**src/rtl/cnp_pkg.sv**
```systemverilog
// Shared types and constants for the Chinese numeral parser.
// Holds code points, status codes, the token passed between stages and the
// x10000 shift-add helper. No dependencies.
`timescale 1ns / 1ps
`default_nettype none

package cnp_pkg;

    localparam int VAL_W  = 63;
    localparam int CODE_W = 21;

    localparam logic [VAL_W-1:0] MAX_VAL   = '1;
    localparam logic [VAL_W-1:0] LIM_TEN_K = MAX_VAL / 63'd10000;

    // result status codes
    localparam logic [1:0] ST_OK  = 2'd0;
    localparam logic [1:0] ST_BAD = 2'd1;
    localparam logic [1:0] ST_OVF = 2'd2;

    // numeral code points
    localparam logic [CODE_W-1:0] CP_ZERO     = 21'h096F6;
    localparam logic [CODE_W-1:0] CP_ONE      = 21'h04E00;
    localparam logic [CODE_W-1:0] CP_TWO      = 21'h04E8C;
    localparam logic [CODE_W-1:0] CP_TWO_ALT  = 21'h04E24;
    localparam logic [CODE_W-1:0] CP_THREE    = 21'h04E09;
    localparam logic [CODE_W-1:0] CP_FOUR     = 21'h056DB;
    localparam logic [CODE_W-1:0] CP_FIVE     = 21'h04E94;
    localparam logic [CODE_W-1:0] CP_SIX      = 21'h0516D;
    localparam logic [CODE_W-1:0] CP_SEVEN    = 21'h04E03;
    localparam logic [CODE_W-1:0] CP_EIGHT    = 21'h0516B;
    localparam logic [CODE_W-1:0] CP_NINE     = 21'h04E5D;
    localparam logic [CODE_W-1:0] CP_TEN      = 21'h05341;
    localparam logic [CODE_W-1:0] CP_HUNDRED  = 21'h0767E;
    localparam logic [CODE_W-1:0] CP_THOUSAND = 21'h05343;
    localparam logic [CODE_W-1:0] CP_TEN_K    = 21'h04E07;
    localparam logic [CODE_W-1:0] CP_HUN_M    = 21'h04EBF;

    typedef enum logic [1:0] {
        BIG_NONE  = 2'd0,
        BIG_TEN_K = 2'd1,
        BIG_HUN_M = 2'd2
    } big_t;

    typedef struct packed {
        logic             hit;
        logic [3:0]       d;
    } digit_t;

    // one token per big unit or per end of string
    typedef struct packed {
        logic             is_end;
        logic             bad;
        logic             ovf;
        big_t             big;
        logic [VAL_W-1:0] val;
    } tok_t;

    function automatic digit_t digit_lookup(input logic [CODE_W-1:0] cp);
        digit_t r;
        r.hit = 1'b1;
        case (cp)
            CP_ZERO:    r.d = 4'd0;
            CP_ONE:     r.d = 4'd1;
            CP_TWO:     r.d = 4'd2;
            CP_TWO_ALT: r.d = 4'd2;
            CP_THREE:   r.d = 4'd3;
            CP_FOUR:    r.d = 4'd4;
            CP_FIVE:    r.d = 4'd5;
            CP_SIX:     r.d = 4'd6;
            CP_SEVEN:   r.d = 4'd7;
            CP_EIGHT:   r.d = 4'd8;
            CP_NINE:    r.d = 4'd9;
            default:
            begin
                r.hit = 1'b0;
                r.d   = 4'd0;
            end
        endcase
        return r;
    endfunction

    // 10000 = 2^13 + 2^10 + 2^9 + 2^8 + 2^4, low 63 bits kept
    function automatic logic [VAL_W-1:0] mul_ten_k(input logic [VAL_W-1:0] v);
        return (v << 13) + (v << 10) + (v << 9) + (v << 8) + (v << 4);
    endfunction

endpackage

`default_nettype wire

```
**src/rtl/chinese_numeral_parser_top.sv**
```systemverilog
// Chinese numeral parser, top level: front stage, two x10000 stages, total.
// A tlast beat goes through the front token register, m1, m2 and output register.
// Throughput: one beat per cycle unless the output stalls; single register stages.
// Reset: rst_n clears all string state and valid flags asynchronously.
// Depends on cnp_pkg and cnp_front.
`timescale 1ns / 1ps
`default_nettype none

module chinese_numeral_parser_top
    import cnp_pkg::*;
(
    input  wire logic        clk,
    input  wire logic        rst_n,
    input  wire logic        s_axis_tvalid,
    output logic             s_axis_tready,
    input  wire logic [7:0]  s_axis_tdata,   // [7:0] text_byte
    input  wire logic        s_axis_tlast,   // last
    output logic             m_axis_tvalid,
    input  wire logic        m_axis_tready,
    output logic [63:0]      m_axis_tdata,   // [62:0] value, [63] zero pad
    output logic [1:0]       m_axis_tuser    // [1:0] status
);

    // Token flow:
    //   front  - decodes the byte, keeps digit/section, emits a token for
    //            each big unit (operand to multiply) and each end of string
    //   m1     - x10000 for both big units, with overflow check
    //   m2     - second x10000 for the hundred-million unit
    //   total  - accumulates products; an end token adds its value and
    //            loads the output register, then clears the total
    // Overflow is tracked as sticky flags; once set, the values that follow
    // in that string no longer matter since the result reads zero.

    tok_t              tok;
    logic              tok_valid;
    logic              tok_ready;

    tok_t              m1_reg, m1_next;
    logic              m1_v_reg;
    tok_t              m2_reg, m2_next;
    logic              m2_v_reg;
    logic              m1_free, m2_free;
    logic              m2_take;

    logic [VAL_W-1:0]  total_reg;
    logic              ovf_reg;
    logic [VAL_W:0]    sum;
    logic              ovf_any;
    logic [1:0]        status_next;

    logic              out_v_reg;
    logic [VAL_W-1:0]  out_val_reg;
    logic [1:0]        out_st_reg;

    cnp_front u_front (
        .clk       (clk),
        .rst_n     (rst_n),
        .in_valid  (s_axis_tvalid),
        .in_ready  (s_axis_tready),
        .text_byte (s_axis_tdata),
        .last      (s_axis_tlast),
        .tok       (tok),
        .tok_valid (tok_valid),
        .tok_ready (tok_ready)
    );

    // only an end token waits on the output register
    assign m2_free   = !m2_v_reg || !m2_reg.is_end || !out_v_reg || m_axis_tready;
    assign m1_free   = !m1_v_reg || m2_free;
    assign tok_ready = m1_free;
    assign m2_take   = m2_v_reg && m2_free;

    always_comb
    begin
        m1_next = tok;
        if (tok.big != BIG_NONE)
        begin
            m1_next.val = mul_ten_k(tok.val);
            m1_next.ovf = tok.ovf || (tok.val > LIM_TEN_K);
        end
        m2_next = m1_reg;
        if (m1_reg.big == BIG_HUN_M)
        begin
            m2_next.val = mul_ten_k(m1_reg.val);
            m2_next.ovf = m1_reg.ovf || (m1_reg.val > LIM_TEN_K);
        end
    end

    // final accumulate and result select
    always_comb
    begin
        sum     = {1'b0, total_reg} + {1'b0, m2_reg.val};
        ovf_any = ovf_reg || m2_reg.ovf || sum[VAL_W];
        if (m2_reg.bad)
        begin
            status_next = ST_BAD;
        end
        else if (ovf_any)
        begin
            status_next = ST_OVF;
        end
        else
        begin
            status_next = ST_OK;
        end
    end

    always_ff @(posedge clk or negedge rst_n)
    begin
        if (!rst_n)
        begin
            m1_v_reg  <= 1'b0;
            m2_v_reg  <= 1'b0;
            total_reg <= '0;
            ovf_reg   <= 1'b0;
            out_v_reg <= 1'b0;
        end
        else
        begin
            if (m1_free)
            begin
                m1_v_reg <= tok_valid;
            end
            if (m2_free)
            begin
                m2_v_reg <= m1_v_reg;
            end
            if (m2_take)
            begin
                if (m2_reg.is_end)
                begin
                    total_reg <= '0;
                    ovf_reg   <= 1'b0;
                end
                else
                begin
                    total_reg <= sum[VAL_W-1:0];
                    ovf_reg   <= ovf_any;
                end
            end
            if (m2_take && m2_reg.is_end)
            begin
                out_v_reg <= 1'b1;
            end
            else if (m_axis_tready)
            begin
                out_v_reg <= 1'b0;
            end
        end
    end

    always_ff @(posedge clk)
    begin
        if (m1_free && tok_valid)
        begin
            m1_reg <= m1_next;
        end
        if (m2_free && m1_v_reg)
        begin
            m2_reg <= m2_next;
        end
        if (m2_take && m2_reg.is_end)
        begin
            out_st_reg  <= status_next;
            out_val_reg <= (status_next == ST_OK) ? sum[VAL_W-1:0] : '0;
        end
    end

    assign m_axis_tvalid = out_v_reg;
    assign m_axis_tdata  = {1'b0, out_val_reg};
    assign m_axis_tuser  = out_st_reg;

    // ------------------------------------------------------------------
    // Checks
    // ------------------------------------------------------------------

    // an error status always carries a zero value
    assert property (@(posedge clk) disable iff (!rst_n)
        m_axis_tvalid && (m_axis_tuser != ST_OK) |-> m_axis_tdata == 64'd0)
    else $error("error result with nonzero value");

    // status is one of the three defined codes
    assert property (@(posedge clk) disable iff (!rst_n)
        m_axis_tvalid |-> (m_axis_tuser == ST_OK) || (m_axis_tuser == ST_BAD)
                          || (m_axis_tuser == ST_OVF))
    else $error("undefined result status");

    // a front token not taken is held intact
    assert property (@(posedge clk) disable iff (!rst_n)
        tok_valid && !tok_ready |=> tok_valid && $stable(tok))
    else $error("front token lost or changed while stalled");

    // an end token blocked by a full output register stays in place
    assert property (@(posedge clk) disable iff (!rst_n)
        m2_v_reg && m2_reg.is_end && out_v_reg && !m_axis_tready
        |=> m2_v_reg && $stable(m2_reg))
    else $error("end token dropped while output blocked");

    // the running total is clear after a string completes
    assert property (@(posedge clk) disable iff (!rst_n)
        m2_take && m2_reg.is_end |=> total_reg == '0 && !ovf_reg)
    else $error("total not cleared after end of string");

endmodule

`default_nettype wire

```
**src/rtl/cnp_front.sv**
```systemverilog
// Front stage: UTF-8 assembly, numeral decode, digit and section tracking.
// Emits a registered token for every big unit and every end of string.
// Depends on cnp_pkg.
`timescale 1ns / 1ps
`default_nettype none

module cnp_front
    import cnp_pkg::*;
(
    input  wire logic       clk,
    input  wire logic       rst_n,
    input  wire logic       in_valid,
    output logic            in_ready,
    input  wire logic [7:0] text_byte,
    input  wire logic       last,
    output tok_t            tok,
    output logic            tok_valid,
    input  wire logic       tok_ready
);

    logic [CODE_W-1:0] code_reg, code_next;
    logic [1:0]        left_reg, left_next;
    logic [3:0]        digit_reg, digit_next;
    logic [VAL_W-1:0]  sect_reg, sect_next;
    logic              bad_reg, bad_next;
    logic              ovf_reg, ovf_next;
    tok_t              tok_reg, tok_next;
    logic              tok_v_reg;

    logic              fire;
    logic              take;
    logic              mark;
    logic [CODE_W-1:0] cp;
    digit_t            dig;
    logic              small_hit;
    logic [9:0]        scale;
    big_t              big_kind;
    big_t              big_now;
    logic              eff;
    logic              small_now;
    logic [13:0]       prod;
    logic [VAL_W-1:0]  add_a, add_b;
    logic [VAL_W:0]    sum;
    logic              emit;

    assign in_ready  = !tok_v_reg || tok_ready;
    assign fire      = in_valid && in_ready;
    assign tok       = tok_reg;
    assign tok_valid = tok_v_reg;

    // character assembly
    always_comb
    begin
        code_next = code_reg;
        left_next = left_reg;
        take      = 1'b0;
        cp        = '0;
        mark      = 1'b0;
        if (left_reg == 2'd0)
        begin
            if ((text_byte & 8'hE0) == 8'hC0)
            begin
                code_next = {16'd0, text_byte[4:0]};
                left_next = 2'd1;
            end
            else if ((text_byte & 8'hF0) == 8'hE0)
            begin
                code_next = {17'd0, text_byte[3:0]};
                left_next = 2'd2;
            end
            else if ((text_byte & 8'hF8) == 8'hF0)
            begin
                code_next = {18'd0, text_byte[2:0]};
                left_next = 2'd3;
            end
            else
            begin
                take = 1'b1;
                cp   = {13'd0, text_byte};
            end
        end
        else
        begin
            // bit 20 flags a malformed continuation byte
            mark      = code_reg[CODE_W-1] || ((text_byte & 8'hC0) != 8'h80);
            code_next = {code_reg[14:0], text_byte[5:0]} | {mark, 20'd0};
            left_next = left_reg - 2'd1;
            take      = (left_reg == 2'd1);
            cp        = code_next;
        end
    end

    // numeral decode and accumulation
    always_comb
    begin
        dig       = digit_lookup(cp);
        small_hit = 1'b1;
        big_kind  = BIG_NONE;
        scale     = 10'd0;
        case (cp)
            CP_TEN:      scale = 10'd10;
            CP_HUNDRED:  scale = 10'd100;
            CP_THOUSAND: scale = 10'd1000;
            CP_TEN_K:
            begin
                small_hit = 1'b0;
                big_kind  = BIG_TEN_K;
            end
            CP_HUN_M:
            begin
                small_hit = 1'b0;
                big_kind  = BIG_HUN_M;
            end
            default:     small_hit = 1'b0;
        endcase

        eff        = take && !bad_reg;
        digit_next = digit_reg;
        bad_next   = bad_reg;
        big_now    = BIG_NONE;
        small_now  = 1'b0;
        if (eff)
        begin
            if (dig.hit)
            begin
                digit_next = dig.d;
            end
            else if (small_hit)
            begin
                digit_next = 4'd0;
                small_now  = 1'b1;
            end
            else if (big_kind != BIG_NONE)
            begin
                digit_next = 4'd0;
                big_now    = big_kind;
            end
            else
            begin
                bad_next = 1'b1;
            end
        end

        prod = 14'((digit_reg == 4'd0) ? 4'd1 : digit_reg) * 14'(scale);

        // one shared adder: section update, big-unit operand, or end sum
        if (small_now)
        begin
            add_a = sect_reg;
            add_b = {{(VAL_W-14){1'b0}}, prod};
        end
        else if (big_now != BIG_NONE)
        begin
            add_a = (sect_reg == '0 && digit_reg == 4'd0) ?
                    {{(VAL_W-1){1'b0}}, 1'b1} : sect_reg;
            add_b = {{(VAL_W-4){1'b0}}, digit_reg};
        end
        else
        begin
            add_a = sect_reg;
            add_b = {{(VAL_W-4){1'b0}}, digit_next};
        end
        sum = {1'b0, add_a} + {1'b0, add_b};

        sect_next = sect_reg;
        ovf_next  = ovf_reg;
        if (small_now)
        begin
            sect_next = sum[VAL_W-1:0];
            ovf_next  = ovf_reg || sum[VAL_W];
        end
        else if (big_now != BIG_NONE)
        begin
            sect_next = '0;
        end

        tok_next.is_end = last;
        tok_next.bad    = bad_next;
        tok_next.ovf    = sum[VAL_W] || (last && ovf_next);
        tok_next.big    = big_now;
        tok_next.val    = sum[VAL_W-1:0];
        emit            = last || (big_now != BIG_NONE);
    end

    always_ff @(posedge clk or negedge rst_n)
    begin
        if (!rst_n)
        begin
            code_reg  <= '0;
            left_reg  <= 2'd0;
            digit_reg <= 4'd0;
            sect_reg  <= '0;
            bad_reg   <= 1'b0;
            ovf_reg   <= 1'b0;
            tok_v_reg <= 1'b0;
        end
        else
        begin
            if (fire)
            begin
                if (last)
                begin
                    code_reg  <= '0;
                    left_reg  <= 2'd0;
                    digit_reg <= 4'd0;
                    sect_reg  <= '0;
                    bad_reg   <= 1'b0;
                    ovf_reg   <= 1'b0;
                end
                else
                begin
                    code_reg  <= code_next;
                    left_reg  <= left_next;
                    digit_reg <= digit_next;
                    sect_reg  <= sect_next;
                    bad_reg   <= bad_next;
                    ovf_reg   <= ovf_next;
                end
            end
            if (fire && emit)
            begin
                tok_v_reg <= 1'b1;
            end
            else if (tok_ready)
            begin
                tok_v_reg <= 1'b0;
            end
        end
    end

    always_ff @(posedge clk)
    begin
        if (fire && emit)
        begin
            tok_reg <= tok_next;
        end
    end

endmodule

`default_nettype wire
```
**config.mk**
```make
export PLATFORM = sky130hd
export DESIGN_NAME = chinese_numeral_parser_top
export DESIGN_NICKNAME = d
export VERILOG_FILES = /design/src/rtl/cnp_pkg.sv /design/src/rtl/chinese_numeral_parser_top.sv /design/src/rtl/cnp_front.sv
export SDC_FILE = /design/constraint.sdc
export NUM_CORES = 2
export LEC_CHECK = 0
export ABC_AREA = 1
export BUFFER_PORTS_ARGS = -buffer_cell sky130_fd_sc_hd__buf_2
export CORE_AREA = 2 2 287 345
export CTS_CLUSTER_DIAMETER = 60
export DETAILED_ROUTE_END_ITERATION = 6
export DIE_AREA = 0 0 289 347
export HOLD_SLACK_MARGIN = 0.03
export PLACE_DENSITY = 0.53
export SETUP_SLACK_MARGIN = 0.4
export SLEW_MARGIN = 20
export SYNTH_ARGS = -nofsm -noshare
export SYNTH_HDL_FRONTEND = slang
export SYNTH_SLANG_ARGS = --single-unit
```
**constraint.sdc**
```tcl
create_clock -name clk -period 8.2 [get_ports clk]
set_input_delay 0.41 -clock clk [delete_from_list [all_inputs] [get_ports clk]]
set_output_delay 0.41 -clock clk [all_outputs]
set_load 0.01 [all_outputs]
```
## Word level (Yosys, flattened, before mapping)

Cells that the tools add are included.

- Output and inout bits: 68
- Register bits after elaboration: 427
- Logic and storage cells: 172
- Bits of input ports: 13

- Equality and inequality tests: 23
- $add $sub $neg: 11
- Reduce and logical (&&, ||, !) cells: 43
- Multiplexer cells: 63
- Bitwise logic cells: 1
- Multipliers: 1
- Magnitude comparators: 2

Operators with widths:

| kind | number |
|---|---|
| $mux 63 | 10 |
| $add 63x63->63 | 8 |
| $eq 21x15->1 const B | 15 |
| $mux 21 | 8 |
| $add 63x63->64 | 2 |
| $gt 63x50->1 const B | 2 |
| $logic_not 63->1 | 1 |
| $pmux 4 s9 | 1 |
| $pmux 10 s3 | 1 |
| $mux 4 | 7 |
| $mux 1 | 23 |
| $mux 2 | 11 |
| $eq 21x16->1 const B | 1 |
| $or 21x21->21 | 1 |
| $mul 14x10->14 | 1 |
| $logic_or 1x1->1 | 13 |
| $reduce_or 11->1 | 1 |
| $reduce_bool 2->1 | 5 |
| $logic_and 1x1->1 | 9 |
| $mux 8 | 1 |
| $logic_not 1->1 | 6 |
| $eq 5x5->1 const B | 1 |
| $ne 5x5->1 const B | 1 |
| $eq 4x4->1 const B | 1 |
| other kinds (12) | 14 |

## Longest topological paths before layout

- Depth in word-level cells: 20
- Gate-level depth with buffers: 41

## By module

From an unflattened synthesis, not the netlist that was laid out.

- Cell total of the unflattened synthesis: 6408
- Area, all modules: 44476.4 µm²

By module, submodules not included:

| module | times used | seq. area each (µm²) | cells an instance | area an instance (µm²) |
|---|---|---|---|---|
| chinese_numeral_parser_top | 1 | 7652.3 | 5132 | 34336.7 |
| cnp_front | 1 | 4244.1 | 1276 | 10139.7 |

## Worst setup path before layout

No wires, ideal clock.

- Path kind: flip-flop to flip-flop
- Start: register u_front.left_reg[1]
- End: register u_front.tok_reg, in the netlist u_front.tok[55], data pin
- Stages on the path, launching flop included: 39
- Arrival time: 5.595 ns
- Data required time: 7.943 ns
- Period minus slack after synthesis: 5.852 ns
- Setup slack: 2.348 ns
- Cell sequence: dfrtp_1 nor2_2 buf_6 nor2_4 nor2_2 nand2_1 nor3_2 nand3_2 nor2_1 inv_1 nor2_1 inv_1 o21ai_0 fa_1 inv_1 fa_1 inv_1 ha_1 (+3 left out) o211ai_1 a21oi_1 o21bai_1 o21ai_0 a21oi_1 ha_1 nand2_1 nor2_1 inv_1 o21ai_1 nand3_1 nand2_1 nand2_1 nor2_2 nand2_1 nor2_1 xor2_1 inv_1

- Longest elaborated chain between the ends: 13
- Elaborated cells on any way between the ends: 48
- Classes of those cells: add/sub (1); mul (1); eq/ne (17); mux (22); reduce/logical (7)

RTL lines:

| what | RTL line | source |
|---|---|---|
| start: declaration | cnp_front.sv:22 | `logic [1:0] left_reg, left_next;` |
| start signal: assignment | cnp_front.sv:213 | `left_reg <= left_next;` |
| parallel branches: the longest is 12 deep, another holds $mul 14x10->14 | n/a |  |
| $add 63x63->64 * | cnp_front.sv:163 | `sum = {1'b0, add_a} + {1'b0, add_b};` |
| named net u_front.sum[55] | cnp_front.sv:43 | `logic [VAL_W:0] sum;` |
| end signal: assignment | cnp_front.sv:235 | `tok_reg <= tok_next;` |
| end: declaration | cnp_front.sv:27 | `tok_t tok_reg, tok_next;` |

Mark *: on every way through the listed nets, which the timed path passes.
A chain may end at the register's enable or synchronous reset.

## Final worst setup path

- Start: register u_front.left_reg[1]
- End: register u_front.sect_reg[25]

- Longest elaborated chain between the ends: 15
- Elaborated cells on any way between the ends: 52
- Classes of those cells: add/sub (1); mul (1); eq/ne (17); mux (24); reduce/logical (9)

RTL lines:

| what | RTL line | source |
|---|---|---|
| parallel branches: the longest is 12 deep, another holds $mul 14x10->14 | n/a |  |
| $add 63x63->64 * | cnp_front.sv:163 |  |
| named net u_front.sum[25] | cnp_front.sv:43 |  |
| $mux 63 * | cnp_front.sv:167 | `if (small_now)` |
| $mux 63 * | cnp_front.sv:201 | `if (last)` |
| end signal: assignment | cnp_front.sv:215 | `sect_reg <= sect_next;` |
| end: declaration | cnp_front.sv:24 | `logic [VAL_W-1:0] sect_reg, sect_next;` |

Marks and branches as above.

==> metrics.csv <==
metric,value,unit
crit path time final,6.943,ns
Core Region,96660,um^2
largest cells by area after synthesis,"edfxtp_1 (21%), fa_1 (17%), dfrtp_1 (10%)",
gr ovfl total,0,
vias per inst,5.302,
DR pass1 iterations,5,
Yosys cell types,59,
P_int,8.432,mW
count of final setup violators,0,
CP Data Arrival Time,7.50,ns
Die ar.,100300,um^2
RD Place Congestion,1.014,
"Hold Violations, Final",0,
outcome,completed,
Adder-Cell Fraction of Synth Area,0.2391,
Synthesized Nets,5255,
sequential power share,0.178,
clock-pin slew on the worst setup and hold paths,0.06,ns
Synth Area per Inst,8.180,um^2
vias in the first global route,34120,
setup TNS,0,ns
Clk network pwr share,0.156,
Post-Synth XOR/XNOR Area,0.03189,
Post-synth top cells,"nand2_1 (1012), inv_1 (594), nor2_1 (559)",
Logic pwr share,0.665,
Switching Share,0.5195,
Final Max Slew Viols,0,
Compound-Gate Fraction of Synth Area,0.1137,
Starting DRT DRC Count,1763,
Rows,125,
initial antenna violation count,0,
Hold WC Path Type,in -> reg,
Post-DP HPWL,100200,um
Worst-Skew Late Latency,0.65,ns
total CTS buffers,59,
NumNets Final,5342,
"FFs w/ async S/R, synth",0.3673,
Via Count,32390,
RSZ-0062 raised after global routing,no,
Post-DP Area,40260,um^2
WP data required,8.76,ns
Ports,81,
ys flop type,edfxtp_1,
switching power,9.116,mW
post-synthesis mux area share,0,
Initial Utilization,0.3978,
Slowest cell on crit path,fa_1,
cell chosen for the clock root,clkbuf_16,
worst slew pin tran,1.035,ns
postcts setup bufs,0,
Worst Path Max Fanout,14,
largest family of logic cells by synthesized area,adder cells,
kind of critical path,reg -> reg,
most common cell in the netlist,nand2_1,
H-tree levels,2,
DP Worst Slack,1.028,ns
setup ws final,1.257,ns
DIE HEIGHT,347,um
crit-path max cell delay,0.50,ns
"area leader, netlist",edfxtp_1,
CTS tree,yes,
#FFs+latches synth,422,
Mapped Cells,4701,
antenna cells,0,
Hold Worst Slack,0.09440,ns
Final period util,0.8467,
slew margin rel.,0.3097,
Max-Cap Viols,0,
Total Wirelength,122000,um
fmax,0.1440,GHz
crit end category,flop,
die width,289,um
Worst setup SP type,flop,
Syn-to-layout area delta,10.32,%
maximum vdd drop,0.2720,mV
FF/Latch Area,11900,um^2
Port-buffer cells,79,
Total GRT Usage,0.2469,
first-pass GRT wire length,191800,um
"Seq/Total Area, Yosys",0.3094,
final instance area,42420,um^2
synth warn,0,
Post-Synth Simple-Gate Area,0.2375,
Max Buffers Root-to-Sink,3,
Synth top area share,0.2085,
detailed-route wire length per cell,19.97,um
"antenna viol nets, final",0,
Remaining DRCs,0,
PD cells,413.7,nW/um^2
Post-synth EDFFs,267,
layout cells sized above 1,0.06158,
Pleak,18.50,nW
multi-input logic area,23960,um^2
clock skew,0.02729,ns
filler cell count in the final layout,9903,
CTS sink cnt,422,
largest net degree at the start of global routing,81,
Post-Syn Area,38450,um^2
==> per-stage QoR <==
stage | utilization | std cells | power [mW]
final | 0.4389 | 6109 | 17.55
after CTS | 0.4388 | 6109 | 17.52
after global placement | 0.4165 | 5995 | 14.62
after floorplan | - | 4701 | 11.43
after detailed placement | 0.4165 | 5995 | 14.66
after global routing | 0.4389 | 6109 | 19.23
==> critical path: cells and delay by family (launching register included) <==
family,cells,cell delay (ns)
compound gates,8,1.29
xor+xnor,1,0.20
fa+ha+maj,4,1.54
buf+inv,7,0.52
flops,1,0.45
simple gates,18,2.85
==> worst paths after layout <==
path	startpoint	end	slack [ns]	depth (start not counted)
hold reg to reg	m1_reg[66]	m2_reg[66]	0.42	0
min in group asynchronous	rst_n	u_front.digit_reg[2]	0.33	2
max in group asynchronous	rst_n	total_reg[49]	6.05	4
setup reg to reg	u_front.left_reg[1]	u_front.sect_reg[25]	1.26	38
hold / removal	s_axis_tdata[0]	u_front.code_reg[0]	0.09	3
setup / recovery	u_front.left_reg[1]	u_front.sect_reg[25]	1.26	38
==> timing repair <==
item | 4_1_cts | 5_1_grt
resized for setup | 0 | 1
hold buffers | 2 | 0
setup endpoints to repair | 0 | 17
hold endpoints to repair | 69 | 0
==> power groups by stage <==
stage          clock network, mW  logic, mW  registers [mW]
3_3_place_gp                   0       11.5            3.17
3_5_place_dp                   0       11.5            3.17
5_1_grt                     2.89       13.1            3.19
2_1_floorplan                  0       8.39            3.04
4_1_cts                     2.82       11.6            3.13
6_report                    2.74       11.7            3.13
==> kinds of logic after synthesis <==
logic type	after synthesis
AND/OR/NAND/NOR	2139
AO/OA/AOI/OAI	778
buffers and inverters	680
adder cells (fa/ha/maj)	541
flip-flops	422
XOR/XNOR	140
other	1
==> per-layer routing <==
metal / global-route usage / wire length (um) / vias up
li1: - / - / 15800
met5: 0 / 0 / -
met1: 0.2921 / 49780 / 15610
met3: 0.02254 / 3580 / 279
met4: 0.1267 / 7411 / 0
met2: 0.4420 / 61240 / 702
==> layout make-up <==
type                    instances  area share
flip-flops and latches        422      0.2804
clock buffers                  70     0.03772
repair buffers                 98     0.01295
clock inverters                42     0.01265
well taps                    1270     0.03746
multi-input cells            3599      0.5649
inverters                     608     0.05386
==> placed cells by master (no fill, tap or decap), drive strengths merged, types with 3 or more instances in the layout <==
| cell type | n |
|---|---|
| a211oi | 3 |
| a21boi | 22 |
| a21o | 27 |
| a21oi | 225 |
| a221oi | 9 |
| a31oi | 33 |
| and2 | 8 |
| and3 | 10 |
| buf | 96 |
| bufinv | 6 |
| clkbuf | 70 |
| clkinv | 18 |
| clkinvlp | 4 |
| dfrtp | 155 |
| edfxtp | 267 |
| fa | 323 |
| ha | 218 |
| inv | 622 |
| nand2 | 1022 |
| nand3 | 281 |
| nand3b | 11 |
| nand4 | 67 |
| nor2 | 570 |
| nor3 | 71 |
| nor4 | 43 |
| o2111ai | 6 |
| o211ai | 14 |
| o21a | 11 |
| o21ai | 343 |
| o21bai | 33 |
| o22ai | 35 |
| o31ai | 7 |
| or2 | 49 |
| xnor2 | 53 |
| xor2 | 87 |
Power figures use the tool's default switching activity.
